File: src/hw/rtl/bed_pkg.sv
// Shared types, codes and character helpers for the backslash escape decoder.
`default_nettype none

package bed_pkg;

	// Decoder modes, one-hot.
	typedef enum logic [6:0] {
		MODE_PLAIN = 7'b0000001,
		MODE_ESC   = 7'b0000010,
		MODE_OCT1  = 7'b0000100,
		MODE_OCT2  = 7'b0001000,
		MODE_HEX1  = 7'b0010000,
		MODE_HEX2  = 7'b0100000,
		MODE_DROP  = 7'b1000000
	} mode_t;

	// Error codes carried on the result.
	localparam logic [2:0] ERR_NONE    = 3'd0;
	localparam logic [2:0] ERR_TRAIL   = 3'd1;
	localparam logic [2:0] ERR_OCTPART = 3'd2;
	localparam logic [2:0] ERR_OCTBIG  = 3'd3;
	localparam logic [2:0] ERR_HEXPART = 3'd4;
	localparam logic [2:0] ERR_UNKNOWN = 3'd5;

	localparam int unsigned ACC_W = 10;

	// Characters that the decoder looks for.
	localparam logic [7:0] CH_BSLASH = 8'h5C;
	localparam logic [7:0] CH_H      = 8'h68;
	localparam logic [7:0] CH_ZERO   = 8'h30;

	// One decoded result.
	typedef struct packed {
		logic       valid;
		logic [7:0] data;
		logic [2:0] err;
		logic       last;
	} result_t;

	// Hex digit value in the low four bits; bit 4 set when not a hex digit.
	function automatic logic [4:0] hex_val(input logic [7:0] c);
		logic [4:0] v;
		v = 5'h10;
		if (c inside {[8'h30:8'h39]}) begin
			v = {1'b0, c[3:0]};
		end else if (c inside {[8'h61:8'h66], [8'h41:8'h46]}) begin
			v = {1'b0, c[3:0] + 4'd9};
		end
		return v;
	endfunction

	// Mapped byte of a single-letter escape; bit 8 set when there is none.
	function automatic logic [8:0] letter_map(input logic [7:0] c);
		logic [8:0] v;
		case (c)
			8'h61: v = 9'd7;
			8'h62: v = 9'd8;
			8'h66: v = 9'd12;
			8'h6E: v = 9'd10;
			8'h72: v = 9'd13;
			8'h74: v = 9'd9;
			8'h76: v = 9'd11;
			8'h5C: v = 9'h05C;
			8'h27: v = 9'h027;
			8'h22: v = 9'h022;
			default: v = 9'h100;
		endcase
		return v;
	endfunction

endpackage

`default_nettype wire

File: src/hw/rtl/bed_in_if.sv
// Input channel: one raw character per transaction.
`default_nettype none

interface bed_in_if;
	logic       valid;
	logic       ready;
	logic [7:0] in_byte;
	logic       in_last;

	modport source (output valid, output in_byte, output in_last, input ready);
	modport sink (input valid, input in_byte, input in_last, output ready);
endinterface

`default_nettype wire

File: src/hw/rtl/bed_out_if.sv
// Output channel: one decoded character or error per transaction.
`default_nettype none

interface bed_out_if;
	logic       valid;
	logic       ready;
	logic [7:0] out_byte;
	logic [2:0] error_code;
	logic       out_last;

	modport source (output valid, output out_byte, output error_code, output out_last,
		input ready);
	modport sink (input valid, input out_byte, input error_code, input out_last,
		output ready);
endinterface

`default_nettype wire

File: src/hw/rtl/bed_decode.sv
// Next-mode and result logic for one input character.
`default_nettype none

module bed_decode (
	input  bed_pkg::mode_t              mode,
	input  logic [bed_pkg::ACC_W-1:0]   acc,
	input  logic [7:0]                  in_byte,
	input  logic                        in_last,
	output bed_pkg::mode_t              mode_nxt,
	output logic [bed_pkg::ACC_W-1:0]   acc_nxt,
	output bed_pkg::result_t            res
);
	import bed_pkg::*;

	logic [3:0]       dig;
	logic [4:0]       hv;
	logic [8:0]       lm;
	logic [ACC_W-1:0] oct_sum;
	logic             is_dec;
	logic             is_oct;

	// For a decimal digit character the low nibble is its value.
	assign dig     = in_byte[3:0];
	assign is_dec  = in_byte inside {[8'h30:8'h39]};
	assign is_oct  = in_byte inside {[8'h30:8'h37]};
	assign hv      = hex_val(in_byte);
	assign lm      = letter_map(in_byte);
	assign oct_sum = acc + {{(ACC_W-3){1'b0}}, dig[2:0]};

	always_comb begin
		logic [2:0] ferr;
		logic       fail;
		fail     = 1'b0;
		ferr     = ERR_NONE;
		mode_nxt = mode;
		acc_nxt  = acc;
		res      = '0;

		case (mode)
			MODE_ESC: begin
				if (is_dec) begin
					if (in_last) begin
						fail = 1'b1;
						ferr = ERR_OCTPART;
					end else begin
						acc_nxt  = {dig, 6'b0};
						mode_nxt = MODE_OCT1;
					end
				end else if (in_byte == CH_H) begin
					if (in_last) begin
						fail = 1'b1;
						ferr = ERR_HEXPART;
					end else begin
						acc_nxt  = '0;
						mode_nxt = MODE_HEX1;
					end
				end else if (lm[8]) begin
					fail = 1'b1;
					ferr = ERR_UNKNOWN;
				end else begin
					mode_nxt  = MODE_PLAIN;
					res.valid = 1'b1;
					res.data  = lm[7:0];
					res.last  = in_last;
				end
			end
			MODE_OCT1: begin
				if (!is_oct || in_last) begin
					fail = 1'b1;
					ferr = ERR_OCTPART;
				end else begin
					acc_nxt  = acc + {{(ACC_W-6){1'b0}}, dig[2:0], 3'b0};
					mode_nxt = MODE_OCT2;
				end
			end
			MODE_OCT2: begin
				if (!is_oct) begin
					fail = 1'b1;
					ferr = ERR_OCTPART;
				end else if (oct_sum > ACC_W'(255)) begin
					fail = 1'b1;
					ferr = ERR_OCTBIG;
				end else begin
					mode_nxt  = MODE_PLAIN;
					acc_nxt   = '0;
					res.valid = 1'b1;
					res.data  = oct_sum[7:0];
					res.last  = in_last;
				end
			end
			MODE_HEX1: begin
				if (hv[4] || in_last) begin
					fail = 1'b1;
					ferr = ERR_HEXPART;
				end else begin
					acc_nxt  = {{(ACC_W-4){1'b0}}, hv[3:0]};
					mode_nxt = MODE_HEX2;
				end
			end
			MODE_HEX2: begin
				if (hv[4]) begin
					fail = 1'b1;
					ferr = ERR_HEXPART;
				end else begin
					mode_nxt  = MODE_PLAIN;
					acc_nxt   = '0;
					res.valid = 1'b1;
					res.data  = {acc[3:0], hv[3:0]};
					res.last  = in_last;
				end
			end
			MODE_DROP: begin
				if (in_last) begin
					mode_nxt = MODE_PLAIN;
				end
			end
			default: begin
				// Plain mode, and any code that names no mode.
				mode_nxt = MODE_PLAIN;
				if (in_byte == CH_BSLASH) begin
					if (in_last) begin
						fail = 1'b1;
						ferr = ERR_TRAIL;
					end else begin
						mode_nxt = MODE_ESC;
					end
				end else begin
					res.valid = 1'b1;
					res.data  = in_byte;
					res.last  = in_last;
				end
			end
		endcase

		// A malformed escape ends the string with an error result.
		if (fail) begin
			mode_nxt  = in_last ? MODE_PLAIN : MODE_DROP;
			acc_nxt   = '0;
			res.valid = 1'b1;
			res.data  = '0;
			res.err   = ferr;
			res.last  = 1'b1;
		end
	end
endmodule

`default_nettype wire

File: src/hw/rtl/backslash_escape_decoder.sv
// Top level of the backslash escape decoder: mode register and output buffering.
// Results are registered; the mode and accumulator update is the only loop.
// Throughput: one character per cycle while the skid entry is empty.
// A two-entry output buffer keeps input flowing under output stall until it fills.
// Reset clears the mode to plain, the accumulator to zero and both output valids.
`default_nettype none

module backslash_escape_decoder (
	input  logic         clk,
	input  logic         arst_n,
	bed_in_if.sink       in_stream,
	bed_out_if.source    out_stream
);
	import bed_pkg::*;

	mode_t            mode_q;
	mode_t            mode_nxt;
	logic [ACC_W-1:0] acc_q;
	logic [ACC_W-1:0] acc_nxt;
	result_t          res;
	result_t          out_q;
	result_t          skid_q;
	logic             accept;
	logic             push;
	logic             pop;

	bed_decode u_decode (
		.mode     (mode_q),
		.acc      (acc_q),
		.in_byte  (in_stream.in_byte),
		.in_last  (in_stream.in_last),
		.mode_nxt (mode_nxt),
		.acc_nxt  (acc_nxt),
		.res      (res)
	);

	assign in_stream.ready = !skid_q.valid;
	assign accept          = in_stream.valid && in_stream.ready;
	assign push            = accept && res.valid;
	assign pop             = out_q.valid && out_stream.ready;

	// Decoder state advances on every accepted transaction.
	always_ff @(posedge clk or negedge arst_n) begin
		if (!arst_n) begin
			mode_q <= MODE_PLAIN;
			acc_q  <= '0;
		end else if (accept) begin
			mode_q <= mode_nxt;
			acc_q  <= acc_nxt;
		end
	end

	// Output register with a skid entry behind it.
	always_ff @(posedge clk or negedge arst_n) begin
		if (!arst_n) begin
			out_q  <= '0;
			skid_q <= '0;
		end else if (skid_q.valid) begin
			if (pop) begin
				out_q        <= skid_q;
				skid_q.valid <= 1'b0;
			end
		end else if (push) begin
			if (!out_q.valid || pop) begin
				out_q <= res;
			end else begin
				skid_q <= res;
			end
		end else if (pop) begin
			out_q.valid <= 1'b0;
		end
	end

	assign out_stream.valid      = out_q.valid;
	assign out_stream.out_byte   = out_q.data;
	assign out_stream.error_code = out_q.err;
	assign out_stream.out_last   = out_q.last;
endmodule

`default_nettype wire
File: src/flat_wrapper.sv
// flat-port wrapper written by rule: the top's interface ports become plain ports
module backslash_escape_decoder_flat import bed_pkg::*;
  (clk, arst_n, in_stream_valid, in_stream_in_byte, in_stream_in_last, in_stream_ready, out_stream_valid, out_stream_out_byte, out_stream_error_code, out_stream_out_last, out_stream_ready);
  bed_in_if in_stream_i ();
  bed_out_if out_stream_i ();
  input  logic clk;
  input  logic arst_n;
  input wire logic [$bits(in_stream_i.valid)-1:0] in_stream_valid;
  input wire logic [$bits(in_stream_i.in_byte)-1:0] in_stream_in_byte;
  input wire logic [$bits(in_stream_i.in_last)-1:0] in_stream_in_last;
  output wire logic [$bits(in_stream_i.ready)-1:0] in_stream_ready;
  output wire logic [$bits(out_stream_i.valid)-1:0] out_stream_valid;
  output wire logic [$bits(out_stream_i.out_byte)-1:0] out_stream_out_byte;
  output wire logic [$bits(out_stream_i.error_code)-1:0] out_stream_error_code;
  output wire logic [$bits(out_stream_i.out_last)-1:0] out_stream_out_last;
  input wire logic [$bits(out_stream_i.ready)-1:0] out_stream_ready;
  assign in_stream_i.valid = in_stream_valid;
  assign in_stream_i.in_byte = in_stream_in_byte;
  assign in_stream_i.in_last = in_stream_in_last;
  assign in_stream_ready = in_stream_i.ready;
  assign out_stream_valid = out_stream_i.valid;
  assign out_stream_out_byte = out_stream_i.out_byte;
  assign out_stream_error_code = out_stream_i.error_code;
  assign out_stream_out_last = out_stream_i.out_last;
  assign out_stream_i.ready = out_stream_ready;
  backslash_escape_decoder u_core (.clk(clk), .arst_n(arst_n), .in_stream(in_stream_i), .out_stream(out_stream_i));
endmodule
File: config.mk
export PLATFORM = sky130hd
export DESIGN_NAME = backslash_escape_decoder_flat
export DESIGN_NICKNAME = d
export VERILOG_FILES = /design/src/hw/rtl/bed_pkg.sv /design/src/hw/rtl/bed_in_if.sv /design/src/hw/rtl/bed_out_if.sv /design/src/hw/rtl/bed_decode.sv /design/src/hw/rtl/backslash_escape_decoder.sv /design/src/flat_wrapper.sv
export SDC_FILE = /design/constraint.sdc
export NUM_CORES = 1
export LEC_CHECK = 0
export BUFFER_PORTS_ARGS = -buffer_cell sky130_fd_sc_hd__buf_2
export CORE_MARGIN = 10
export CORE_UTILIZATION = 56
export DETAILED_ROUTE_END_ITERATION = 6
export MAX_ROUTING_LAYER = met4
export PLACE_DENSITY = 0.86
export SLEW_MARGIN = 20
export SYNTH_ARGS = -nofsm -noshare
export SYNTH_HDL_FRONTEND = slang
export SYNTH_HIERARCHICAL = 1
export SYNTH_SLANG_ARGS = --single-unit
File: constraint.sdc
create_clock -name clk -period 8.25 [get_ports clk]
set_clock_uncertainty 0.15 [all_clocks]
set_input_delay 0 -clock clk [delete_from_list [all_inputs] [get_ports clk]]
set_output_delay 0 -clock clk [all_outputs]
set_load 0.01 [all_outputs]
==> results.cfg, run 1 <==
[pwr]
ir_drop_mv = 0.175
p_per_area_nw_per_um2 = 181
cellLeakagePower_nw = 1.62

[logic_synthesis]
yosys-top-cells-area = dfrtp_1, mux2_2, ha_1
synth_area_um2 = 3520
async_flop_share_pct = 100
synth_seq_cells = 43
synthFlopType = dfrtp_1
synth_warnings = 6
synth_top_cell_by_area = dfrtp_1
synth_nets = 387
ys_types = 69
syn-instance-count = 361
synth_edf_count = 0
syn_avg_cell_area_um2 = 9.74
ys_seq_area_share_pct = 30.6
synth_top_area_share_pct = 29.9

[clock_network]
cts_resized = 0
clock-sinks = 43
cts_made_buffers = 5
insertion_delay_ps = 310
clk_pin_slew_ps = 90
cts_tree = yes
cts_max_level = 2
cts_max_path_buffers = 2
postCtsSetupRepairBufs = 0
root_buffer = clkbuf_8

[sta]
fin_crit_ps = 3890
period_share_pct = 47.2
max_slew_margin_pct = 30.8
max_freq_mhz = 257
finalSetupTns_ps = 0
timing.final.max_slew_violations = 0
setup_viol = 0
rsz0062_at_grt = false
hold_violations = 0
worst_pin_slew_ps = 1030

[drt]
dr_total_vias = 3007
dr_wl_met3_um = 749
routedWlPerCell_um = 20.2
dr.max_layer_used = met4
drc = 0
antenna_left = 0
met2_length_um = 4460
detail_route.iter0.violations = 400
via_per_inst = 6.59
first_pass_iters = 7
wl_um = 9210
wl_met1_um = 3780

[worst_setup_path]
cp-end-kind = register
start_kind = register
crit_fanout = 13
cpPeakStageDelay_ps = 570
cp.required_ps = 8290
crit_type = register to register
arrival_ps = 3940
critPathSlowestCell = a21oi_2
cp.buffers_inverters = 0
crit_chain = nor3_1 -> and4b_1 -> and3_4 -> nand2_1 -> o21ai_2 -> a311o_2 -> or2_1 -> nand3b_1 -> a21oi_2 -> mux2_2
path_delay_family = simple AND/OR/NAND/NOR gates

[finish]
final_cell_mix = mux2_2, dfrtp_1, nand2_1
drive_gt1_share_pct = 29.4
final_nets = 406
area_growth_pct = 6.16
final_common_cell = mux2_2
finalNonFillerCells = 456
antennaDiodeCount = 0

[global_routing]
grt_overflow_total = 0
grt_use_total_pct = 18.8
grt_pass1_wl_um = 14900
antenna_found_initial = 0
grt_pass1_vias = 2964
grt_max_degree = 44

[place]
dp_cells = 445
place_congestion = 1.00
dp_hpwl_um = 6640
port_buffers = 26

[floorplan]
die_w_um = 99.2
ioPinCount = 27
rows = 28
die_y_um = 99.2
die_area_um2 = 9850
core_region_area_um2 = 5990
start_util_pct = 58.7

[job]
drv_cap = 0

[outcome]
outcome = finished, final reports clean

[min_path]
hold_path_class = input pin to register
## synthesized netlist by cell type, drive strengths merged, types with 8 or more instances
cell type and n:
a21oi 26, a22oi 8, buf 14, dfrtp 42, ha 11, mux2 54
nand2 33, nand3 17, nor2 24, nor3 11, o21ai 17, xnor2 8
## state kept, by name, indices dropped and copies added, names as in the netlist
signal	count
u_core/acc_q	10
u_core/mode_q	7
u_core/out_stream.error_code	3
u_core/out_stream.out_byte	8
u_core/out_stream.out_last	1
u_core/out_stream.valid	1
u_core/skid_q	13
## what timing repair did
action / in CTS / in global routing
setup endpoints to repair: 0 / 0
hold buffers: 3 / 0
endpoints found under the hold margin: 44 / 0
## layer usage
| layer | vias to the layer above | track usage [%] |
|---|---|---|
| met5 | - | - |
| met4 | 0 | 6.95 |
| met3 | 33 | 3.88 |
| met2 | 153 | 30.4 |
| met1 | 1442 | 22.5 |
| li1 | 1379 | - |
## power breakdown
part / switching, W / total, W / internal [W]
clock: 0.0000812 / 0.000142 / 0.0000606
sequential: 0.0000426 / 0.000303 / 0.000261
combinational: 0.000104 / 0.000231 / 0.000127
## final timing paths
path                       cells past startpoint                                        end  slack (ps)                                    from
max                                           10  u_core/out_stream.out_byte[5]$_DFFE_PN0P_        4360            u_core/mode_q[2]$_DFFE_PN0P_
min                                            3               u_core/mode_q[6]$_DFFE_PN0P_          30                       in_stream_in_last
max in group asynchronous                      2               u_core/skid_q[9]$_DFFE_PN0P_        7500                                  arst_n
min in group asynchronous                      2               u_core/mode_q[3]$_DFFE_PN0P_          60                                  arst_n
max reg2reg                                   10  u_core/out_stream.out_byte[5]$_DFFE_PN0P_        4360            u_core/mode_q[2]$_DFFE_PN0P_
min reg2reg                                    1     u_core/out_stream.out_last$_DFFE_PN0P_         360  u_core/out_stream.out_last$_DFFE_PN0P_
## worst min-delay path, delay by kind of cell
family / cells / cell delay [ps]
buffers and inverters: 1 / 190
muxes: 1 / 140
and+or+nand+nor: 1 / 130
## cell families after synthesis
kind of cell	synth area share [%]
adders and majority gates	5.05
AOI/OAI and AO/OA	16.6
and+or+nand+nor	21.3
DFF	30.6
muxes	18.5
xor gates and xnor gates	3.49
buffers and inverters	4.41
## metrics by stage
step	cell area (um^2)	hold WS, ps	utilization [%]	worst slack (ps)	total power (W)
2_1_floorplan	3520	-446	-	5030	0.000480
3_3_place_gp	3610	37.0	60.2	4560	0.000523
3_5_place_dp	3610	58.5	60.2	4420	0.000537
4_1_cts	3730	25.6	62.3	4420	0.000681
5_1_grt	3730	71.3	62.3	4100	0.000711
6_report	3730	34.8	62.3	4360	0.000676
## area by class of cell
type	count	area (um^2)
clock buffer	5	68.8
tap	75	93.8
multi-input combinational	295	2280
inverter	6	22.5
fill	498	2260
timing repair buffer	29	163
clock inverter	3	23.8
sequential	43	1080
Note: power is estimated with default switching activity, not from simulation.
==> inputs of run 2 (changes only) <==
==> constraint.sdc (replaced) <==
create_clock -name clk -period 3.6 [get_ports clk]
set_clock_uncertainty 0.15 [all_clocks]
set_input_delay 0 -clock clk [delete_from_list [all_inputs] [get_ports clk]]
set_output_delay 0 -clock clk [all_outputs]
set_load 0.01 [all_outputs]
==> results.cfg, run 2 (synthesized netlist as in run 1, its figures left out) <==
[sta]
max_freq_mhz = 289
timing.final.max_slew_violations = 0
finalSetupTns_ps = 0
worst_pin_slew_ps = 970
setup_viol = 0
period_share_pct = 96.1
hold_violations = 0
fin_crit_ps = 3460
max_slew_margin_pct = 35.3

[drt]
antenna_left = 0
wl_met1_um = 4040
detail_route.iter0.violations = 343
dr.max_layer_used = met4
first_pass_iters = 6
wl_um = 9390
via_per_inst = 6.49
met2_length_um = 4540
dr_wl_met3_um = 644
routedWlPerCell_um = 19.9
drc = 0
dr_total_vias = 3056

[job]
drv_cap = 0

[worst_setup_path]
cp-end-kind = register
rr_worst_depth = 13
arrival_ps = 3500
path_delay_family = compound AO/OA/AOI/OAI gates
crit_type = register to register
crit_fanout = 12
cp.required_ps = 3640
crit_chain = ha_1 -> fa_1 -> a21oi_2 -> or3_1 -> a31oi_1 -> o21ai_0 -> nand2_1 -> a311o_2 -> or2_1 -> nand3b_1 -> a21oi_4 -> buf_12 -> mux2_2
reg2reg_slack_ps = 140
cp.buffers_inverters = 1
rr_startpoint = u_core/acc_q[0]$_DFFE_PN0P_
start_kind = register
worstReg2RegEnd = u_core/out_stream.out_byte[2]$_DFFE_PN0P_
cpPeakStageDelay_ps = 430
critPathSlowestCell = dfrtp_1

[place]
port_buffers = 26
placed_area_um2 = 3700
place_congestion = 0.974
dp_hpwl_um = 6640

[finish]
area_growth_pct = 10.5
final_cell_mix = mux2_2, dfrtp_1, nand2_1
layout.area.seq_um2 = 1080
final_common_cell = mux2_2
largest_reg_flops = 13
drive_gt1_share_pct = 32.3
multiInputGateArea_um2 = 2290
top_register = u_core/skid_q
final_nets = 421
fill_cells = 471
antennaDiodeCount = 0
final_cell_area_um2 = 3890

[pwr]
ir_drop_mv = 0.354
power.share.sequential_pct = 41.8
combPwrFrac_pct = 34.4
p_per_area_nw_per_um2 = 425
p_sw_w = 0.000528
clockPowerShare_pct = 23.8
switching_share_pct = 32.0
p_int_w = 0.00112
cellLeakagePower_nw = 1.71

[outcome]
outcome = finished, final reports clean

[clock_network]
clk_pin_slew_ps = 90
cts_tree = yes
cts_max_level = 2
cts_max_path_buffers = 2
root_buffer = clkbuf_8
insertion_delay_ps = 300
clock-sinks = 43
cts_made_buffers = 5

[floorplan]
die_area_um2 = 9850
die_y_um = 99.2
core_region_area_um2 = 5990
start_util_pct = 58.7
die_w_um = 99.2
rows = 28
ioPinCount = 27

[global_routing]
antenna_found_initial = 0
grt_max_degree = 44
grt_pass1_wl_um = 15200
grt_overflow_total = 0
grt_pass1_vias = 2977
grt_use_total_pct = 18.9

[min_path]
hold_start = in_stream_in_last
hold_depth = 3
holdPathEnd = u_core/mode_q[6]$_DFFE_PN0P_
hold_path_class = input pin to register
==> run 2: worst register-to-register path, stage by stage (launching register included) <==
cell and delay [ps]:
dfrtp_1 430, ha_1 240, fa_1 420, a21oi_2 200
or3_1 160, a31oi_1 90, o21ai_0 150, nand2_1 120
a311o_2 390, or2_1 310, nand3b_1 180, a21oi_4 90
buf_12 150, mux2_2 270
==> run 2: cell type report <==
cell class / count / share of cell area, %
Clock buffer: 5 / 1.77
Clock inverter: 3 / 1.13
Inverter: 6 / 0.580
Multi-Input combinational cell: 295 / 59.0
Sequential cell: 43 / 27.7
Tap cell: 75 / 2.41
Timing Repair Buffer: 44 / 7.34
==> run 2: power groups by stage <==
stage	Combinational, W	Clock (W)	Sequential (W)
floorplan	0.000417	0	0.000683
global placement	0.000512	0	0.000689
detailed placement	0.000533	0	0.000698
CTS	0.000537	0.000394	0.000688
global route	0.000609	0.000416	0.000708
finish	0.000569	0.000392	0.000690
==> run 2: metal layers <==
| metal | vias to the layer above | global-route usage [%] |
|---|---|---|
| met5 | - | - |
| met3 | 19 | 3.39 |
| li1 | 1410 | - |
| met2 | 158 | 30.3 |
| met1 | 1469 | 23.3 |
| met4 | 0 | 6.39 |
==> run 2: repair_timing <==
action / 4_1_cts / 5_1_grt
endpoints found under the setup margin: 0 / 15
hold endpoints to repair: 44 / 0
hold buffers: 3 / 0
resized for setup: 0 / 2
setup buffers: 0 / 3
==> run 2: stage by stage <==
stage	total power (W)	util [%]	hold WS, ps	setup slack, ps	instances
final	0.00165	64.9	60.0	140	471
after global routing	0.00173	64.9	62.5	-55.6	471
after CTS	0.00162	64.1	43.2	40.8	468
after detailed placement	0.00123	61.7	55.1	52.1	457
after global placement	0.00120	61.7	42.2	197	457
after floorplan	0.00110	-	-446	379	361
==> run 2: worst max-delay path by stage <==
| stage | startpoint | end | slack, ps | cells past startpoint |
|---|---|---|---|---|
| after floorplan | u_core/acc_q[0]$_DFFE_PN0P_ | u_core/out_stream.error_code[2]$_DFFE_PN0P_ | 380 | 13 |
| after global placement | u_core/acc_q[0]$_DFFE_PN0P_ | u_core/out_stream.out_last$_DFFE_PN0P_ | 200 | 12 |
| after detailed placement | u_core/acc_q[0]$_DFFE_PN0P_ | u_core/out_stream.out_byte[2]$_DFFE_PN0P_ | 50 | 12 |
| after CTS | u_core/acc_q[0]$_DFFE_PN0P_ | u_core/out_stream.out_byte[2]$_DFFE_PN0P_ | 40 | 12 |
| after global routing | u_core/acc_q[0]$_DFFE_PN0P_ | u_core/out_stream.out_byte[5]$_DFFE_PN0P_ | -60 | 13 |
| final | u_core/acc_q[0]$_DFFE_PN0P_ | u_core/out_stream.out_byte[2]$_DFFE_PN0P_ | 140 | 13 |
==> inputs of run 3 (changes only) <==
--- a/config.mk
+++ b/config.mk
@@ -11,6 +11,7 @@
 export DETAILED_ROUTE_END_ITERATION = 6
 export MAX_ROUTING_LAYER = met4
 export PLACE_DENSITY = 0.86
+export RECOVER_POWER = 50
 export SLEW_MARGIN = 20
 export SYNTH_ARGS = -nofsm -noshare
 export SYNTH_HDL_FRONTEND = slang
==> results.cfg, run 3 (synthesized netlist as in run 1, its figures left out) <==
[outcome]
outcome = complete, but fails checks
violations = max-capacitance violations, max-slew violations

[worst_setup_path]
rr_worst_depth = 13
worstSetupStartpoint = u_core/acc_q[0]$_DFFE_PN0P_
cp.buffers_inverters = 1
cpPeakStageDelay_ps = 430
rr_startpoint = u_core/acc_q[0]$_DFFE_PN0P_
critPathSlowestCell = dfrtp_1
path_delay_family = compound AO/OA/AOI/OAI gates
cp-end-kind = register
crit_fanout = 12
cp.required_ps = 3640
arrival_ps = 3500
crit_chain = ha_1 -> fa_1 -> a21oi_2 -> or3_1 -> a31oi_1 -> o21ai_0 -> nand2_1 -> a311o_2 -> or2_1 -> nand3b_1 -> a21oi_4 -> buf_12 -> mux2_2
crit_type = register to register
start_kind = register
cp_num_cells = 13

[clock_network]
root_buffer = clkbuf_8
insertion_delay_ps = 300
cts_tree = yes
clk_pin_slew_ps = 90
cts_max_path_buffers = 2
clock-sinks = 43
cts_max_level = 2
cts_made_buffers = 5

[place]
dp_hpwl_um = 6640
place_congestion = 0.974
port_buffers = 26
dp_cells = 457

[drt]
dr_total_vias = 3080
detail_route.iter0.violations = 413
first_pass_iters = 7
routedWlPerCell_um = 19.8
drc = 0
via_per_inst = 6.54
antenna_left = 0
wl_um = 9310

[min_path]
hold_depth = 3
hold_start = in_stream_in_last
hold_path_class = input pin to register

[floorplan]
rows = 28
die_y_um = 99.2
die_area_um2 = 9850
ioPinCount = 27
die_w_um = 99.2
start_util_pct = 58.7
core_region_area_um2 = 5990

[sta]
setup_viol = 0
finalSetupTns_ps = 0
fin_crit_ps = 3460
max_slew_margin_pct = -55.1
timing.final.max_slew_violations = 44
period_share_pct = 96.1
hold_violations = 0
worst_pin_slew_ps = 2330
max_freq_mhz = 289

[finish]
final_cell_mix = mux2_2, dfrtp_1, nand2_1
final_common_cell = mux2_2
top_register = u_core/skid_q
drive_gt1_share_pct = 28.8
finalNonFillerCells = 471
final_nets = 421
antennaDiodeCount = 0
area_growth_pct = 10.0
largest_reg_flops = 13

[job]
drv_cap = 1

[pwr]
cellLeakagePower_nw = 1.67
ir_drop_mv = 0.339
p_per_area_nw_per_um2 = 423

[global_routing]
grt_max_degree = 44
antenna_found_initial = 0
grt_use_total_pct = 18.9
grt_pass1_vias = 2977
grt_overflow_total = 0
grt_pass1_wl_um = 15200
## run 3: final timing paths
kind | endpoint | slack, ps
max | u_core/out_stream.out_byte[7]$_DFFE_PN0P_ | 140
min | u_core/mode_q[6]$_DFFE_PN0P_ | 60
max reg2reg | u_core/out_stream.out_byte[7]$_DFFE_PN0P_ | 140
min reg2reg | u_core/out_stream.error_code[1]$_DFFE_PN0P_ | 360
max in group asynchronous | u_core/skid_q[4]$_DFFE_PN0P_ | 1200
min in group asynchronous | u_core/mode_q[4]$_DFFE_PN0P_ | 780
## run 3: timing repair
action | in CTS | in global routing
resized for setup | 0 | 2
endpoints found under the setup margin | 0 | 15
hold buffers | 3 | 0
endpoints found under the hold margin | 44 | 0
setup buffers | 0 | 3
## run 3: power by group
part | switching, W | total [W] | internal [W]
Combinational | 0.000249 | 0.000552 | 0.000303
Clock | 0.000186 | 0.000393 | 0.000207
Sequential | 0.0000926 | 0.000691 | 0.000598
Total | 0.000528 | 0.00164 | 0.00111
## run 3: cell type report
type	instances	area, um^2
Multi-Input combinational cell	295	2290
Fill cell	477	2120
Sequential cell	43	1080
Timing Repair Buffer	44	268
Tap cell	75	93.8
Clock buffer	5	68.8
Clock inverter	3	43.8
Inverter	6	22.5
## run 3: per-layer routing
| layer | global-route usage (%) | part of all wire [%] | vias to the layer above |
|---|---|---|---|
| li1 | - | - | 1403 |
| met1 | 23.3 | 42 | 1493 |
| met2 | 30.3 | 48 | 152 |
| met3 | 3.39 | 6.9 | 32 |
| met4 | 6.39 | 2.4 | 0 |
| met5 | - | 0 | - |
## run 3: metrics by stage
step | power (W) | hold slack, ps | utilization (%) | setup slack, ps | cell area [um^2]
final | 0.00164 | 59.1 | 64.6 | 141 | 3870
after global routing | 0.00172 | 62.5 | 64.6 | -55.6 | 3870
after CTS | 0.00162 | 43.2 | 64.1 | 40.8 | 3840
after detailed placement | 0.00123 | 55.1 | 61.7 | 52.1 | 3700
after global placement | 0.00120 | 42.2 | 61.7 | 197 | 3700
after floorplan | 0.00110 | -446 | - | 379 | 3520
## run 3: worst reg2reg max path: cells and delay by family, from the launching register on
kind                       cells  cell delay, ps
adders and majority gates      2             660
and+or+nand+nor                4             780
DFF                            1             430
muxes                          1             270
AOI/OAI and AO/OA              5             900
buffers and inverters          1             150
